File: config.mk
export PLATFORM = sky130hd
export DESIGN_NAME = text_to_integer_parser
export DESIGN_NICKNAME = d
export VERILOG_FILES = /design/src/sv/ttip_pkg.sv /design/src/sv/ttip_engine.sv /design/src/sv/text_to_integer_parser.sv
export SDC_FILE = /design/constraint.sdc
export NUM_CORES = 1
export LEC_CHECK = 0
export ABC_AREA = 1
export BUFFER_PORTS_ARGS = -buffer_cell sky130_fd_sc_hd__clkbuf_2
export CORE_MARGIN = 10
export CORE_UTILIZATION = 30
export CTS_CLUSTER_DIAMETER = 60
export DETAILED_ROUTE_END_ITERATION = 6
export MAX_ROUTING_LAYER = met4
export PLACE_DENSITY = 0.47
export SLEW_MARGIN = 30
export SYNTH_ARGS = -nofsm -noshare
export SYNTH_HDL_FRONTEND = slang
export SYNTH_SLANG_ARGS = --single-unit
File: constraint.sdc
create_clock -name clk -period 5.9 [get_ports clk]
set_clock_uncertainty 0.2 [all_clocks]
set_input_delay 0.885 -clock clk [delete_from_list [all_inputs] [get_ports clk]]
set_output_delay 0.885 -clock clk [all_outputs]
set_load 0.03 [all_outputs]
File: src/sv/ttip_pkg.sv
package ttip_pkg;

	localparam int unsigned POSITION_BITS_DEF = 16;
	localparam int unsigned CFG_DATA_BITS = 6;

	localparam logic [5:0] BASE_RESET   = 6'd10;
	localparam logic       SIGNED_RESET = 1'b1;

	localparam logic [5:0] BASE_OCT = 6'd8;
	localparam logic [5:0] BASE_DEC = 6'd10;
	localparam logic [5:0] BASE_HEX = 6'd16;

	localparam logic [7:0] CH_PLUS  = 8'h2B;
	localparam logic [7:0] CH_MINUS = 8'h2D;
	localparam logic [7:0] CH_ZERO  = 8'h30;
	localparam logic [7:0] CH_LOW_X = 8'h78;
	localparam logic [7:0] CH_UP_X  = 8'h58;
	localparam logic [7:0] CH_SPACE = 8'h20;
	localparam logic [7:0] CH_TAB   = 8'h09;
	localparam logic [7:0] CH_CR    = 8'h0D;
	localparam logic [7:0] NO_DIGIT = 8'hFF;

	typedef enum logic [0:0] {
		CFG_BASE_SELECT = 1'b0,
		CFG_SIGNED_MODE = 1'b1
	} cfg_reg_t;

	typedef struct packed {
		logic [7:0] char_code;
		logic       string_start;
	} text_t;

	typedef struct packed {
		logic [63:0] value_bits;
		logic [15:0] stop_index;
	} result_t;

	function automatic logic [7:0] digit_value(input logic [7:0] c);
		logic [7:0] v;
		if (c >= 8'h30 && c <= 8'h39) begin
			v = c - 8'h30;
		end else if (c >= 8'h61 && c <= 8'h7A) begin
			v = c - 8'h57;
		end else if (c >= 8'h41 && c <= 8'h5A) begin
			v = c - 8'h37;
		end else begin
			v = NO_DIGIT;
		end
		return v;
	endfunction

	function automatic logic is_space(input logic [7:0] c);
		return (c == CH_SPACE) || (c >= CH_TAB && c <= CH_CR);
	endfunction

endpackage

File: src/sv/ttip_engine.sv
module ttip_engine #(
	parameter int unsigned POSITION_BITS = ttip_pkg::POSITION_BITS_DEF
) (
	input  logic              clk,
	input  logic              arst_n,
	input  logic              fire,
	input  ttip_pkg::text_t   item,
	input  logic [5:0]        base_select,
	input  logic              signed_mode,
	output logic              emit,
	output ttip_pkg::result_t res
);

	typedef enum logic [2:0] {
		PH_IDLE   = 3'd0,
		PH_LEAD   = 3'd1,
		PH_SIGNED = 3'd2,
		PH_ZERO   = 3'd3,
		PH_HEXX   = 3'd4,
		PH_DIGITS = 3'd5
	} phase_t;

	localparam logic [POSITION_BITS-1:0] PosMax = '1;

	phase_t                   phase_q, ph, ph_n;
	logic [63:0]              acc_q, acc, acc_n;
	logic                     neg_q, neg, neg_n;
	logic [5:0]               base_q, base, base_n;
	logic [POSITION_BITS-1:0] pos_q, pos, pos_n, stop_pos;

	logic [7:0]  c, d;
	logic [63:0] mac;
	logic [5:0]  fb_base, zb_base;
	logic        first_sel;
	logic [31:0] stop_w;

	assign c   = item.char_code;
	assign d   = ttip_pkg::digit_value(c);
	assign mac = 64'(acc_q * 64'(base_q)) + 64'(d);

	always_comb begin
		ph   = item.string_start ? PH_LEAD : phase_q;
		acc  = item.string_start ? 64'd0 : acc_q;
		neg  = item.string_start ? 1'b0 : neg_q;
		base = item.string_start ? base_select : base_q;
		pos  = item.string_start ? '0 : pos_q;

		fb_base = (base == 6'd0) ? ttip_pkg::BASE_DEC : base;
		zb_base = (base == 6'd0) ? ttip_pkg::BASE_OCT : base;

		ph_n      = ph;
		acc_n     = acc;
		neg_n     = neg;
		base_n    = base;
		emit      = 1'b0;
		first_sel = 1'b0;
		res.value_bits = 64'd0;
		stop_pos  = pos;

		unique case (ph)
			PH_IDLE: begin
			end
			PH_LEAD: begin
				if (ttip_pkg::is_space(c)) begin
				end else if (c == ttip_pkg::CH_PLUS) begin
					ph_n = PH_SIGNED;
				end else if (c == ttip_pkg::CH_MINUS && signed_mode) begin
					neg_n = 1'b1;
					ph_n  = PH_SIGNED;
				end else begin
					first_sel = 1'b1;
				end
			end
			PH_SIGNED: begin
				first_sel = 1'b1;
			end
			PH_ZERO: begin
				if (c == ttip_pkg::CH_LOW_X || c == ttip_pkg::CH_UP_X) begin
					ph_n = PH_HEXX;
				end else begin
					base_n = zb_base;
					if (d < {2'b00, zb_base}) begin
						acc_n = 64'(d);
						ph_n  = PH_DIGITS;
					end else begin
						acc_n = 64'd0;
						emit  = 1'b1;
						ph_n  = PH_IDLE;
					end
				end
			end
			PH_HEXX: begin
				if (d < {2'b00, ttip_pkg::BASE_HEX}) begin
					base_n = ttip_pkg::BASE_HEX;
					acc_n  = 64'(d);
					ph_n   = PH_DIGITS;
				end else begin
					emit = 1'b1;
					ph_n = PH_IDLE;
					if (pos != PosMax && pos != '0) begin
						stop_pos = pos - POSITION_BITS'(1);
					end
				end
			end
			PH_DIGITS: begin
				if (d < {2'b00, base}) begin
					acc_n = mac;
				end else begin
					emit = 1'b1;
					ph_n = PH_IDLE;
					res.value_bits = neg ? (64'd0 - acc) : acc;
				end
			end
			default: begin
				ph_n = PH_IDLE;
			end
		endcase

		if (first_sel) begin
			if (c == ttip_pkg::CH_ZERO &&
			    (base == 6'd0 || base == ttip_pkg::BASE_HEX)) begin
				ph_n = PH_ZERO;
			end else begin
				base_n = fb_base;
				if (d < {2'b00, fb_base}) begin
					acc_n = 64'(d);
					ph_n  = PH_DIGITS;
				end else begin
					emit     = 1'b1;
					ph_n     = PH_IDLE;
					stop_pos = '0;
				end
			end
		end

		pos_n = (ph != PH_IDLE && pos != PosMax) ? pos + POSITION_BITS'(1) : pos;

		stop_w         = 32'(stop_pos);
		res.stop_index = (stop_w > 32'h0000_FFFF) ? 16'hFFFF : stop_w[15:0];
	end

	always_ff @(posedge clk or negedge arst_n) begin
		if (!arst_n) begin
			phase_q <= PH_IDLE;
			acc_q   <= 64'd0;
			neg_q   <= 1'b0;
			base_q  <= 6'd0;
			pos_q   <= '0;
		end else if (fire) begin
			phase_q <= ph_n;
			acc_q   <= acc_n;
			neg_q   <= neg_n;
			base_q  <= base_n;
			pos_q   <= pos_n;
		end
	end

endmodule

File: src/sv/text_to_integer_parser.sv
// Streaming strtol-style parser: one string byte per transfer on the text channel, with
// string_start set on the first byte of each string. A string gives at most one result, the value
// (two's complement, wrapping modulo 2^64) and the stop index, at its first non-digit byte;
// later bytes up to the next start flag give nothing. Throughput is one byte per cycle unless
// stalled, set by the single 64-by-6 multiply-add in the parse engine. result_valid rises once
// the ending byte, after its transfer into the input register, has been taken by the engine
// and the result register has loaded. The input stalls only while a byte waits in the input
// register behind a result that has not been taken.
// text_ready depends combinationally on result_ready. Registers: index 0 base_select
// (0 = detect from prefix, reset 10), index 1 signed_mode (reset 1); write them only while
// the block is idle. The base is taken at the first byte of each string.
module text_to_integer_parser #(
	parameter int unsigned POSITION_BITS = ttip_pkg::POSITION_BITS_DEF
) (
	input  logic                               clk,
	input  logic                               arst_n,
	input  logic                               text_valid,
	output logic                               text_ready,
	input  ttip_pkg::text_t                    text_item,
	output logic                               result_valid,
	input  logic                               result_ready,
	output ttip_pkg::result_t                  result_item,
	input  logic                               cfg_we,
	input  logic [0:0]                         cfg_index,
	input  logic [ttip_pkg::CFG_DATA_BITS-1:0] cfg_data
);

	logic              valid_s1;
	ttip_pkg::text_t   item_s1;
	logic              out_v_q;
	ttip_pkg::result_t out_q;
	logic [5:0]        base_q;
	logic              signed_q;
	logic              out_free, fire, emit;
	ttip_pkg::result_t res;

	assign out_free   = !out_v_q || result_ready;
	assign fire       = valid_s1 && out_free;
	assign text_ready = !valid_s1 || out_free;

	assign result_valid = out_v_q;
	assign result_item  = out_q;

	ttip_engine #(
		.POSITION_BITS(POSITION_BITS)
	) u_engine (
		.clk         (clk),
		.arst_n      (arst_n),
		.fire        (fire),
		.item        (item_s1),
		.base_select (base_q),
		.signed_mode (signed_q),
		.emit        (emit),
		.res         (res)
	);

	always_ff @(posedge clk or negedge arst_n) begin
		if (!arst_n) begin
			valid_s1 <= 1'b0;
			out_v_q  <= 1'b0;
			base_q   <= ttip_pkg::BASE_RESET;
			signed_q <= ttip_pkg::SIGNED_RESET;
		end else begin
			if (text_ready) begin
				valid_s1 <= text_valid;
			end
			if (out_free) begin
				out_v_q <= fire && emit;
			end
			if (cfg_we) begin
				unique case (cfg_index)
					ttip_pkg::CFG_BASE_SELECT: base_q   <= cfg_data[5:0];
					ttip_pkg::CFG_SIGNED_MODE: signed_q <= cfg_data[0];
					default: begin
					end
				endcase
			end
		end
	end

	// payload: hold until the next transfer
	always_ff @(posedge clk) begin
		if (text_valid && text_ready) begin
			item_s1 <= text_item;
		end
		if (fire && emit) begin
			out_q <= res;
		end
	end

endmodule

==> metrics.cfg, run 1 <==
[routing]
wl_met3_um = 5081
num_vias = 24024
wl_met1_um = 46580
wl_met2_um = 40740
drc = 0
routed_wl_um = 93960
highest_layer = met4
viasPerCell = 4.761
dr.pass1.iters = 5
routedWlPerCell_um = 18.62
ant_nets = 0
drt_iter0_markers = 2012

[clock_tree]
cts_tree = yes
hold_buffers = 0
cts_root_buf = clkbuf_16
cts_buffer_depth = 2
cts-resized-gates = 0
clk_latency_ns = 0.51
cts-buffers-inserted = 17
h-tree-depth = 4
cts.clk_slew.worst_paths_ns = 0.08
cts_setup_buffers = 0
cts_sinks = 188

[logic_synthesis]
ys.warnings.count = 0
yosys.area.top_type_share_pct = 18.51
synth-seq-cells = 188
synth_area_leaders = fa_1, nand2_1, inv_1, edfxtp_1, dfrtp_1
yosysSeqAreaShare_pct = 19.69
synth_nets = 4283
synthFlopType = dfrtp_1
ys_types = 59
synth_largest_area_cell = fa_1
netlist_instances = 3872
post_synth.cell_area_avg_um2 = 6.758
syn-cell-area_mm2 = 0.02617
synth_edf_count = 89
ys_async_sr_fraction_pct = 52.66

[sta]
rsz0062_at_grt = no
fin_setup_tns_ns = 0
slew_headroom_pct = 40.64
hold_slack_ns = 0.2322
slew_violations = 0
setup_viol = 0
hold_violations = 0
fmax_mhz = 180.8
fin_crit_ns = 5.530
max_slew.worst_pin.slew_ns = 0.8904
setup_ws_ns = 0.3700
fin_crit_sh_pct = 93.73

[grt]
grt_pass1_vias = 23972
grt_pass1_wl_um = 146700
antenna_found_initial = 1
grt_overflow_total = 0
track_usage_pct = 19.57
grt_max_degree = 55

[setup_path]
rr_worst_depth = 25
crit_required_ns = 6.10
r2r_start = u_engine.base_q[0]
worstPathArrival_ns = 5.73
r2r-end = u_engine.acc_q[61]
cp-endpoint = u_engine.acc_q[61]
cp-start-kind = register
cp-end-kind = register
cp-startpoint = u_engine.base_q[0]
reg2reg_slack_ns = 0.37
crit_fanout = 23
crit_type = reg2reg

[placement]
place_area_mm2 = 0.02792
globalplace.congestion = 0.9777
dp_slack_ns = 0.4043
placed_cells = 5014
dp_hpwl_um = 75410
io_buffers = 102

[power_and_ir_drop]
p_leak_nw = 16.50
finalPower_mw = 7.990
power_density_mw_per_mm2 = 279.9
ir_worst_vdd_uv = 243.1

[cells_and_area]
drive_gt1_share_pct = 7.170
utilization_pct = 32.95
insertedDiodeCount = 0
final_cell_mix = nand2_1, inv_1, nor2_1
final_common_cell = nand2_1
nets = 4289
design_area_mm2 = 0.02854
final_cells = 5046
synthToLayoutAreaGrowth_pct = 9.085

[die]
io_pins = 103
die_y_um = 315.3
core-area_mm2 = 0.08662
initial_core_util_pct = 30.21
die-area_mm2 = 0.09944
rows = 108
die_w_um = 315.3

[min_path]
min_path_type = in2async

[status]
status = finished, final reports clean

[run]
cap_violations = 0

how the worst min path moves through the flow:
stage,from,to,slack (ns),cells after the start
floorplan,base_q[0],base_q[0],0.25,2
global placement,base_q[0],base_q[0],0.27,2
detailed placement,base_q[0],base_q[0],0.27,2
CTS,arst_n,valid_s1,0.26,1
global route,arst_n,valid_s1,0.28,1
finish,arst_n,valid_s1,0.23,1
power by group:
part	leakage [nW]	internal (mW)	switching [mW]	total, mW
sequential	2.18	1.67	0.264	1.94
combinational	14.0	1.40	3.30	4.70
clock	0.306	0.702	0.650	1.35
total	16.5	3.78	4.21	7.99
final cells by class:
cell class                 count  area, µm²
timing repair buffer         155       1074
tap                         1155       1445
clock buffer                  20      456.7
sequential                   188       5162
fill                        9510      58070
clock inverter                12      168.9
multi-input combinational   2763      17410
inverter                     753       2831
metal layers:
metal / vias up / global-route usage [%]
li1: 11758 / -
met1: 11576 / 28.08
met2: 599 / 28.82
met3: 91 / 2.710
met4: 0 / 4.504
met5: - / -
critical path: stages (launching register included):
cell and delay, ns:
dfrtp_2 0.54, buf_12 0.21, nand2_1 0.06, inv_1 0.08, fa_1 0.43, fa_1 0.48, fa_1 0.55, inv_1 0.06
fa_1 0.53, inv_1 0.04, ha_1 0.34, nand2_1 0.11, o21ai_0 0.34, a21oi_1 0.12, nand2_1 0.21, nand2_1 0.08
nand2_1 0.24, nand2_1 0.17, nand2_1 0.10, nand2_1 0.05, nand2_1 0.07, nand3_1 0.08, nand3_1 0.11, nand4_1 0.09
nand2_1 0.10, nand2_1 0.05
synth_stat cells (5+ instances only):
master,instances
a311oi_1,9
nand2_2,6
or2_2,17
nor4_1,5
o21bai_1,13
dfrtp_1,96
nor2_1,369
buf_6,11
buf_2,29
clkbuf_2,9
xor2_1,49
nand3_1,141
a211oi_1,15
a21o_1,13
ha_1,148
inv_1,732
fa_1,242
o21ai_1,16
buf_1,21
inv_2,18
nor2_2,5
clkbuf_1,90
nor3_1,44
nand4_1,36
nand2_1,1247
edfxtp_1,89
o21ai_0,128
a31oi_1,16
nand3_2,8
mux2_2,5
a21oi_1,141
xnor2_1,39
buf_4,8
sequential cells by signal, indices dropped and copies added, names as in the netlist:
name / cells
base_q: 6
item_s1: 9
result_item: 80
result_valid: 1
signed_q: 1
u_engine.acc_q: 64
u_engine.base_q: 6
u_engine.neg_q: 1
u_engine.phase_q: 3
u_engine.pos_q: 16
valid_s1: 1
cell families (layout without fill, tap and decap cells):
logic type | after synthesis | in the layout | synth area share (%)
AND/OR/NAND/NOR | 1904 | 1904 | 29.56
buffers and inverters | 921 | 940 | 13.83
adder cells (fa/ha/maj) | 390 | 390 | 25.59
AO/OA/AOI/OAI | 372 | 372 | 8.009
flip-flops | 188 | 188 | 19.69
XOR/XNOR | 88 | 88 | 2.945
multiplexers | 9 | 9 | 0.3682
Power figures use the tool's default switching activity.
==> run 2: changes to the inputs <==
--- a/config.mk
+++ b/config.mk
@@ -6,12 +6,11 @@
 export NUM_CORES = 1
 export LEC_CHECK = 0
-export ABC_AREA = 1
-export BUFFER_PORTS_ARGS = -buffer_cell sky130_fd_sc_hd__clkbuf_2
 export CORE_MARGIN = 10
 export CORE_UTILIZATION = 30
 export CTS_CLUSTER_DIAMETER = 60
 export DETAILED_ROUTE_END_ITERATION = 6
+export DONT_BUFFER_PORTS = 1
 export MAX_ROUTING_LAYER = met4
-export PLACE_DENSITY = 0.47
+export PLACE_DENSITY = 0.46
 export SLEW_MARGIN = 30
 export SYNTH_ARGS = -nofsm -noshare
==> constraint.sdc (replaced) <==
create_clock -name clk -period 5.9 [get_ports clk]
set_clock_uncertainty 0.2 [all_clocks]
set_input_delay 0.885 -clock clk [delete_from_list [all_inputs] [get_ports clk]]
set_output_delay 0.885 -clock clk [all_outputs]
set_load 0.05 [all_outputs]
==> run 2 against run 1 <==
  * Via count decreased by 25%
  * Setup slack worse by 0.16 ns
  * Synthesized cell count shrank 36%
  * Critical path type unchanged
  * Critical endpoint is now u_engine.acc_q[39]
  * Largest cell class unchanged
  * Largest power group is now registers
  * Highest routed layer unchanged
==> metrics.cfg, run 2 <==
[sta]
fin_crit_ns = 5.690  ; +0.1605 ns
setup_ws_ns = 0.2095  ; -0.1605 ns
fmax_mhz = 175.7  ; -2.8%
rsz0062_at_grt = yes
slew_violations = 0  ; unchanged
max_slew.worst_pin.slew_ns = 0.8636  ; -0.02678 ns
fin_crit_sh_pct = 96.45  ; +2.7 points
hold_violations = 0  ; unchanged
setup_viol = 0  ; unchanged
slew_headroom_pct = 41.67  ; +1.0 points

[logic_synthesis]
synth_area_leaders = fa_1, edfxtp_1, dfrtp_1, and2_1, ha_1
ys.warnings.count = 0  ; unchanged
syn-cell-area_mm2 = 0.02257  ; -14%
synth_top_family_by_area = adder cells
synthTopCellsByCount = and2_1, fa_1, nand2_1
synth_mux_area_share_pct = 0.9368  ; +0.57 points
synthFlopType = dfrtp_1
synth_edf_count = 89  ; unchanged
synth_nets = 2878  ; -33%
netlist_instances = 2467  ; -36%
synth-seq-cells = 188  ; unchanged
synth_xor_xnor_area_share_pct = 5.005  ; +2.1 points
yosysMostFrequentCell = and2_1
yosysSeqAreaShare_pct = 22.83  ; +3.1 points
synthSimpleGateAreaFrac_pct = 22.37  ; -7.2 points
synth-compound-area-share_pct = 13.99  ; +6.0 points
ys_async_sr_fraction_pct = 52.66  ; unchanged
synth_largest_area_cell = fa_1
ys_types = 95  ; +61%
yosys.area.top_type_share_pct = 21.46  ; +2.9 points
post_synth.cell_area_avg_um2 = 9.150  ; +35%
synthAdderAreaFrac_pct = 29.67  ; +4.1 points

[grt]
grt_pass1_wl_um = 115000  ; -22%
antenna_found_initial = 4  ; +3
grt_max_degree = 97  ; +76%
grt_pass1_vias = 19032  ; -21%
grt_overflow_total = 0  ; unchanged
track_usage_pct = 17.55  ; -2.0 points

[die]
die_w_um = 294.3  ; -6.7%
core-area_mm2 = 0.07457  ; -14%
rows = 100  ; -7.4%
die_y_um = 294.3  ; -6.7%
initial_core_util_pct = 30.27  ; +0.060 points
io_pins = 103  ; unchanged
die-area_mm2 = 0.08662  ; -13%

[status]
status = finished, final reports clean

[cells_and_area]
drive_gt1_share_pct = 11.31  ; +4.1 points
fill_cells = 7629  ; -20%
largest_register_ff_count = 80  ; unchanged
final_cell_mix = and2_1, fa_1, nand2_1
multi_input_area_mm2 = 0.01647  ; -5.4%
final_common_cell = and2_1
synthToLayoutAreaGrowth_pct = 12.01
register_area_mm2 = 0.005162  ; unchanged
nets = 2873  ; -33%
utilization_pct = 33.90  ; +0.95 points

[setup_path]
cp-start-kind = register
crit_type = reg2reg
r2r_start = u_engine.base_q[3]
cp_slowest_cell = fa_1
worstPathArrival_ns = 5.90  ; +0.17 ns
cp-end-kind = register
crit_family = adder cells
crit_buf_inv = 6  ; +2
crit_path_max_incr_delay_ns = 0.57  ; +0.02 ns
crit_chain = buf_12 -> and2_1 -> fa_1 -> fa_1 -> fa_1 -> inv_1 -> fa_1 -> inv_1 -> ha_4 -> buf_4 -> a21oi_4 -> o211a_1 -> nor3_2 -> buf_4 -> o211ai_1 -> a21o_1 -> o21ai_0 -> buf_4 -> a41o_4 -> a31oi_2 -> xor2_1 -> o21ai_1
crit_fanout = 14  ; -39%
cp-startpoint = u_engine.base_q[3]
crit_required_ns = 6.11  ; about the same
path_common_cell = fa_1

[power_and_ir_drop]
pwr-share-clk_pct = 22.8  ; +5.9 points
p_int_mw = 2.890  ; -23%
pwr-share-comb_pct = 37.5  ; -21 points
p_leak_nw = 11.52  ; -30%
p_seq_share_pct = 39.6  ; +15 points
swShare_pct = 47.60  ; -5.1 points
ir_worst_vdd_uv = 166.2  ; -32%
switchingPower_mw = 2.625  ; -38%
power_density_mw_per_mm2 = 218.1  ; -22%

[routing]
num_vias = 18128  ; -25%
drc = 0  ; unchanged
viasPerCell = 5.259  ; +10%
routed_wl_um = 74480  ; -21%
drt_iter0_markers = 1418  ; -30%
ant_nets = 0  ; unchanged
dr.pass1.iters = 5  ; unchanged
routedWlPerCell_um = 21.61  ; +16%

[clock_tree]
h-tree-depth = 4  ; unchanged
cts_tree = yes
cts_root_buf = clkbuf_16
clk_latency_ns = 0.53  ; +0.02 ns
cts.clk_slew.worst_paths_ns = 0.09  ; about the same
cts_buffer_depth = 2  ; unchanged
cts-buffers-inserted = 17  ; unchanged
cts_sinks = 188  ; unchanged

[placement]
io_buffers = 0  ; -100%
dp_hpwl_um = 55030  ; -27%
dp_slack_ns = -0.2166  ; -0.6209 ns
globalplace.congestion = 0.8785  ; -10%

[min_path]
min_path_type = in2async

[run]
cap_violations = 0  ; unchanged

run 2: path summary, 6_finish.rpt:
kind	depth (start not counted)	endpoint	slack, ns
worst min register to register	1	base_q[4]	0.32
max in group asynchronous	1	base_q[3]	4.60
min in group clk	0	item_s1[8]	0.26
worst min-delay path	1	u_engine.acc_q[12]	0.03
worst max-delay path	22	u_engine.acc_q[39]	0.21
worst max register to register	22	u_engine.acc_q[39]	0.21
run 2: per-layer routing:
layer / up-vias / wire length [µm] / track usage [%] / part of all wire (%)
li1: 8359 / - / - / -
met1: 9285 / 34390 / 23.29 / 46
met2: 422 / 35190 / 27.91 / 47
met3: 62 / 3637 / 2.709 / 4.9
met4: 0 / 1268 / 4.020 / 1.7
met5: - / 0 / - / 0
run 2: power groups by stage:
stage / logic, mW / registers (mW) / clock network, mW
finish: 2.07 / 2.19 / 1.26
global route: 2.22 / 2.21 / 1.34
CTS: 1.84 / 2.19 / 1.30
detailed placement: 1.80 / 2.21 / 0
global placement: 1.78 / 2.21 / 0
floorplan: 1.10 / 2.13 / 0
run 2: kinds of logic (layout without fill, tap and decap cells):
family                     count (synthesis)  count (layout)
and+or+nand+nor                          961             961
AOI/OAI and AO/OA                        480             480
adders and majority gates                390             390
buffers and inverters                    299             307
DFF                                      188             188
xor gates and xnor gates                 129             129
muxes                                     20              20
other                                      0               3
run 2: per-stage QoR:
stage          instances  hold slack (ns)  total power, mW    TNS, ns  area (µm²)
6_report            3447          0.03449            5.515          0       25280
3_5_place_dp        3397           0.3144            4.014    -0.7009       24210
5_1_grt             3445          0.07839            5.776    -0.2180       25280
3_3_place_gp        3397           0.2966            3.992    -0.1573       24200
2_1_floorplan       2467           0.2805            3.229          0       22580
4_1_cts             3431           0.1156            5.330  -0.004810       24870
run 2: area by class of cell:
cell class / instances / share of cell area, %
diodes: 3 / 0.02969
clock buffers: 18 / 1.737
clock inverters: 14 / 0.6631
inverters: 122 / 1.811
multi-input cells: 1980 / 65.14
flip-flops and latches: 188 / 20.42
well taps: 969 / 4.795
repair buffers: 153 / 5.404
run 2: timing repair:
action	CTS	global route
endpoints found under the hold margin	96	0
setup endpoints to repair	10	27
pin swaps	0	13
hold buffers	2	0
gates resized for setup	5	46
cloned	0	5
setup buffers	0	8
